### src/rtl/core/q2e_pkg.sv
// q2e_pkg: shared types, widths, constants and the arctangent table
// for the quaternion to euler angle core; no dependencies
`default_nettype none
package q2e_pkg;

   localparam int CORDIC_STAGES = 16;
   localparam int SQRT_STAGES   = 29;
   localparam int IN_W          = 16;
   localparam int PROD_W        = 32;
   localparam int SUM_W         = 34;
   localparam int CW            = 36;
   localparam int D_W           = 57;
   localparam int IDX_W         = 5;

   localparam logic signed [CW-1:0]    HALF_PI_Q30 = 36'sd1686629713;
   localparam logic signed [SUM_W-1:0] ONE_Q28     = 34'sd268435456;
   localparam logic signed [CW-1:0]    ROUND_Q30   = 36'sd65536;
   localparam logic signed [15:0]      PI_Q13      = 16'sd25736;
   localparam logic signed [15:0]      HALF_PI_Q13 = 16'sd12868;

   typedef logic signed [CW-1:0]    cval_type;
   typedef logic signed [SUM_W-1:0] sum_type;

   typedef struct packed {
      cval_type x;
      cval_type y;
      cval_type z;
      logic     zero;
   } lane_type;

   typedef struct packed {
      logic [D_W-1:0] rem;
      logic [D_W-1:0] root;
   } root_type;

   typedef struct packed {
      sum_type sr;
      sum_type cr;
      sum_type sy;
      sum_type cy;
      sum_type sp;
      logic    clamp;
   } side_type;

   // atan(2^-i) in q30, truncated; entries 27 to 30 are rounded
   function automatic cval_type atan_q30(input logic [IDX_W-1:0] i);
      cval_type t;
      case (i)
         5'd0:  t = 36'sd843314856;
         5'd1:  t = 36'sd497837829;
         5'd2:  t = 36'sd263043836;
         5'd3:  t = 36'sd133525158;
         5'd4:  t = 36'sd67021686;
         5'd5:  t = 36'sd33543515;
         5'd6:  t = 36'sd16775850;
         5'd7:  t = 36'sd8388437;
         5'd8:  t = 36'sd4194282;
         5'd9:  t = 36'sd2097149;
         5'd10: t = 36'sd1048575;
         5'd11: t = 36'sd524287;
         5'd12: t = 36'sd262143;
         5'd13: t = 36'sd131071;
         5'd14: t = 36'sd65535;
         5'd15: t = 36'sd32767;
         5'd16: t = 36'sd16383;
         5'd17: t = 36'sd8191;
         5'd18: t = 36'sd4095;
         5'd19: t = 36'sd2047;
         5'd20: t = 36'sd1023;
         5'd21: t = 36'sd511;
         5'd22: t = 36'sd255;
         5'd23: t = 36'sd127;
         5'd24: t = 36'sd63;
         5'd25: t = 36'sd31;
         5'd26: t = 36'sd15;
         5'd27: t = 36'sd8;
         5'd28: t = 36'sd4;
         5'd29: t = 36'sd2;
         5'd30: t = 36'sd1;
         default: t = 36'sd0;
      endcase
      return t;
   endfunction

endpackage
`default_nettype wire

### src/rtl/core/q2e_sqrt_cell.sv
// q2e_sqrt_cell: one stage of the integer square root recurrence
// depends on q2e_pkg
`default_nettype none
module q2e_sqrt_cell (
   input  wire logic                       clock,
   input  wire logic [q2e_pkg::IDX_W-1:0]  stage_idx,
   input  wire q2e_pkg::root_type          root_in,
   output q2e_pkg::root_type               root_ff
);
   import q2e_pkg::*;

   logic [D_W-1:0] bit_val;
   logic [D_W:0]   trial;
   root_type       root_in_next;

   always_comb begin
      bit_val = D_W'(1) << (6'd56 - {stage_idx, 1'b0});
      trial   = {1'b0, root_in.root} + {1'b0, bit_val};
      if ({1'b0, root_in.rem} >= trial) begin
         root_in_next.rem  = D_W'({1'b0, root_in.rem} - trial);
         root_in_next.root = (root_in.root >> 1) + bit_val;
      end else begin
         root_in_next.rem  = root_in.rem;
         root_in_next.root = root_in.root >> 1;
      end
   end

   always_ff @(posedge clock) begin
      root_ff <= root_in_next;
   end
endmodule
`default_nettype wire

### config.mk
export PLATFORM = sky130hd
export DESIGN_NAME = q2e_sqrt_cell
export DESIGN_NICKNAME = d
export VERILOG_FILES = /design/src/rtl/core/q2e_pkg.sv /design/src/rtl/core/q2e_sqrt_cell.sv
export SDC_FILE = /design/constraint.sdc
export NUM_CORES = 1
export LEC_CHECK = 0
export BUFFER_PORTS_ARGS = -buffer_cell sky130_fd_sc_hd__buf_2
export CAP_MARGIN = 25
export CORE_ASPECT_RATIO = 1.1
export CORE_MARGIN = 1.5
export CORE_UTILIZATION = 25
export CTS_CLUSTER_DIAMETER = 80
export CTS_CLUSTER_SIZE = 24
export DETAILED_ROUTE_END_ITERATION = 12
export GPL_TIMING_DRIVEN = 0
export PLACE_DENSITY_LB_ADDON = 0.15
export SETUP_SLACK_MARGIN = 0.5
export SLEW_MARGIN = 5
export SYNTH_ARGS = -nofsm -noshare
export SYNTH_HDL_FRONTEND = slang
export SYNTH_SLANG_ARGS = --single-unit
### constraint.sdc
create_clock -name clock -period 16.8 [get_ports clock]
set_clock_uncertainty 0.15 [all_clocks]
set_input_delay 0.84 -clock clock [delete_from_list [all_inputs] [get_ports clock]]
set_output_delay 0.84 -clock clock [all_outputs]
set_load 0.02 [all_outputs]
**Word-level counts from Yosys, hierarchy flattened**

Cells that the tools add are included.

- Register bits after elaboration: 114
- Bits of input ports: 120
- Output and inout port bits: 114
- Logic and storage cells: 10

- Add/sub/neg operators: 4
- Magnitude comparators: 1
- Shift operators: 1
- Muxes and demuxes: 1

Operator list:

| operator | number |
|---|---|
| two-way mux 114 bit | 1 |
| adder 57 x 57 -> 58 bit | 1 |
| >= comparator 57 x 58 -> 1 bit | 1 |
| adder 56 x 57 -> 57 bit | 1 |
| left shift 1 x 6 -> 57 bit, first input constant | 1 |
| subtractor 57 bit | 1 |
| subtractor 6 bit, first input constant | 1 |

**Longest topological paths before layout**

- Word-level depth: 5
- Gate-level depth with buffers: 29
- Depth with buffers taken out: 25

**Worst setup path after synthesis**

Ideal clock, no wire load.

- Path type: input port to flip-flop
- From: input port stage_idx[0] (netlist name)
- To: register root_ff[104] (netlist name)
- Library setup time: 121 ps
- Data arrival time: 6056 ps
- Required time: 16529 ps
- Slack: 10473 ps
- Stages: 29
- Path buffers: 4
- Cell sequence: or2_2 > clkbuf_1 > nor2_1 > ha_1 > ha_1 > nor2_1 > o311ai_1 > nand4b_1 > a211oi_1 > nor2_1 > o41ai_2 > a21oi_1 > nor2_1 > o21ai_0 > xor2_1 > ha_1 > nand2_1 > o21ba_2 > o221ai_1 > a21o_1 > a21oi_1 > o21ai_0 > a31oi_2 > o31a_1 > buf_4 > nor2_2 > buf_6 > buf_6 > mux2_4

RTL lines:

| element | line | RTL |
|---|---|---|
| from (decl) | q2e_sqrt_cell.sv:6 | `input wire logic [q2e_pkg::IDX_W-1:0] stage_idx,` |
| to (signal assigned) | q2e_sqrt_cell.sv:29 | `root_ff <= root_in_next;` |
| to (decl) | q2e_sqrt_cell.sv:8 | `output q2e_pkg::root_type root_ff` |

==> impl_metrics.py <==
metrics = {
    "floorplanning": {
        "dieArea_um2": 46400,
        "ios": 234,
        "die_y_um": 226,
        "start_util_pct": 25.3,
        "die_w_um": 206,
        "design.core.area_um2": 44500,
        "rows": 81,
    },
    "clock_network": {
        "cts_root_buf": "clkbuf_16",
        "h-tree-depth": 4,
        "cts_buffers": 17,
        "cts.sinks": 114,
        "cts_hold_repair.buffers": 0,
        "cts_setup_buffers": 0,
        "cts_buffer_depth": 2,
        "cts_tree": "built",
        "cts_resized": 0,
        "clkTransAtPathRegs_ps": 50,
    },
    "yosys": {
        "ys.flop_type": "dfxtp_1",
        "synth_top_area_share_pct": 20.2,
        "ys_seq_area_share_pct": 20.2,
        "syn_area_um2": 11300,
        "synth_seq_cells": 114,
        "syn_nets": 1654,
        "ys_types": 85,
        "synth_warnings": 0,
        "synth_edf_count": 0,
        "syn_inst": 1421,
        "synth_top_cells_by_count": "117 x nor2_1, 114 x dfxtp_1, 112 x ha_1",
        "synth_area_per_cell_um2": 7.94,
        "synth_most_common_cell": "nor2_1",
        "synth_area_leaders": "dfxtp_1 20%, ha_1 12%, xor2_1 6.8%",
        "synthArstFlopShare_pct": 0,
        "yosys.area.top_type": "dfxtp_1",
    },
    "critical_path": {
        "cp_top_family": "simple AND/OR/NAND/NOR gates",
        "slowest_stage": "nor4_1",
        "cp.arrival_ps": 8160,
        "crit_type": "in -> reg",
        "crit_top_cell": "nor2_1",
        "crit_buf_inv": 6,
        "max_stage_delay_ps": 750,
        "endpoint_kind": "register",
        "crit_path_max_fanout": 10,
        "cp.required_ps": 16940,
        "start_kind": "primary input",
    },
    "routing": {
        "dr_total_vias": 11400,
        "drcViolationCount": 0,
        "drtIter0Drc": 537,
        "wl_um": 44000,
        "detail_route.first_pass.iterations": 7,
        "detail-route-antenna-nets": 0,
        "routedWlPerCell_um": 19.4,
        "vias_per_cell": 5.02,
    },
    "timing": {
        "layout_min_cycle_time_ps": 8020,
        "slew_headroom_pct": 38.2,
        "final.setup.tns_ps": 0,
        "post-route-period-util_pct": 47.7,
        "worstMarginPinSlew_ps": 925,
        "max_freq_ghz": 0.125,
        "rsz0062_at_grt": "false",
        "hold_viol_final": 0,
        "slew_viol_final": 0,
        "setup_viol": 0,
    },
    "run": {
        "max_cap_violations": 0,
    },
    "cells_and_area": {
        "reg_top3": "root_ff (114)",
        "largest_register_ffs": 114,
        "seq_area_um2": 2280,
        "fin_nets": 1902,
        "fillerInstances": 4855,
        "multi_input_area_um2": 8630,
        "syn_to_final_growth_pct": 22.1,
        "drive_gt1_share_pct": 22.1,
        "regMostFlops": "root_ff",
    },
    "global_routing": {
        "grt_pass1_wl_um": 66200,
        "gr-usage-all-layers_pct": 19.0,
        "grt_max_degree": 17,
        "gr-total-overflow": 0,
        "grt_pass1_vias": 11200,
        "antenna_found_initial": 5,
    },
    "placed_design": {
        "dpl.hpwl_um": 36500,
        "place.port_buffers": 229,
        "gp_congestion": 0.862,
    },
    "power": {
        "switchingPower_mw": 0.423,
        "power_density_nw_per_um2": 83.4,
        "seq_power_share_pct": 28.2,
        "sw_frac_of_total_pct": 36.9,
        "combPwrFrac_pct": 37.5,
        "vdd_drop_max_mv": 0.0802,
        "power_mw": 1.15,
        "p_int_mw": 0.725,
        "pwr-share-clk_pct": 34.3,
        "leakage_nw": 5.81,
    },
    "min_path": {
        "hp-class": "in -> reg",
    },
    "run_status": {
        "status": "finished clean",
    },
}
[final cells by class]
cell class | count | area share [%]
Multi-Input combinational cell | 1218 | 62.7
Tap cell | 581 | 5.28
Inverter | 35 | 0.954
Clock buffer | 22 | 3.52
Antenna cell | 3 | 0.0545
Clock inverter | 9 | 0.936
Timing Repair Buffer | 229 | 8.32
Sequential cell | 114 | 16.6
Buffer | 54 | 1.71
[routing by layer]
layer  track usage (%)  vias to the layer above  part of all wire [%]
li1                  -                     5739                     -
met1              25.5                     5311                    47
met2              30.7                      277                    46
met3              3.00                       47                   4.5
met4              6.50                        2                   2.6
met5                 0                        -                 0.016
[cells by family after synthesis]
group / Yosys count / share of synthesized area [%]
fa+ha+maj: 118 / 13.0
xor+xnor: 159 / 12.3
mux: 63 / 6.51
simple gates: 442 / 19.5
flops: 114 / 20.2
buf+inv: 89 / 3.25
compound gates: 436 / 25.1
[per-stage QoR]
| stage | setup slack (ps) | util (%) | cell area (um2) | hold slack [ps] | instances |
|---|---|---|---|---|---|
| 2_1_floorplan | 10470 | - | 11300 | 787 | 1421 |
| 3_3_place_gp | 8030 | 29.6 | 13200 | 944 | 2231 |
| 3_5_place_dp | 7970 | 29.6 | 13200 | 942 | 2231 |
| 4_1_cts | 8450 | 30.9 | 13800 | 445 | 2262 |
| 5_1_grt | 8220 | 30.9 | 13800 | 458 | 2264 |
| 6_report | 8780 | 31.0 | 13800 | 477 | 2265 |
[placed cells by master, fill, tap and decap left out, drive strengths merged, types with 5 or more instances in the layout]
| cell | n |
|---|---|
| o221ai | 5 |
| a31o | 9 |
| nor3 | 42 |
| dfxtp | 114 |
| nand3 | 26 |
| o31a | 5 |
| a21boi | 7 |
| o31ai | 15 |
| or3 | 5 |
| nor2 | 118 |
| o21a | 9 |
| nor3b | 12 |
| a21oi | 105 |
| and2 | 17 |
| clkbuf | 62 |
| o21bai | 30 |
| nor2b | 17 |
| nand4 | 26 |
| nor4 | 5 |
| mux2 | 59 |
| a211oi | 12 |
| nand2 | 107 |
| o21ai | 114 |
| maj3 | 5 |
| xor2 | 88 |
| ha | 112 |
| buf | 243 |
| xnor2 | 71 |
| a311oi | 5 |
| and3 | 17 |
| a31oi | 40 |
| a21o | 41 |
| or2 | 12 |
| inv | 35 |
| nand2b | 18 |
[power by group through the flow]
| stage | sequential [mW] | combinational (mW) | clock, mW |
|---|---|---|---|
| floorplan | 0.383 | 0.231 | 0 |
| global placement | 0.330 | 0.431 | 0 |
| detailed placement | 0.331 | 0.430 | 0 |
| CTS | 0.325 | 0.433 | 0.409 |
| global route | 0.328 | 0.472 | 0.418 |
| finish | 0.324 | 0.430 | 0.394 |
[final timing paths]
check / startpoint / to / slack [ps] / cells past startpoint
max: stage_idx[0] / root_ff[28] / 8780 / 27
min: root_in[100] / root_ff[100] / 480 / 2
Power figures use the tool's default switching activity.
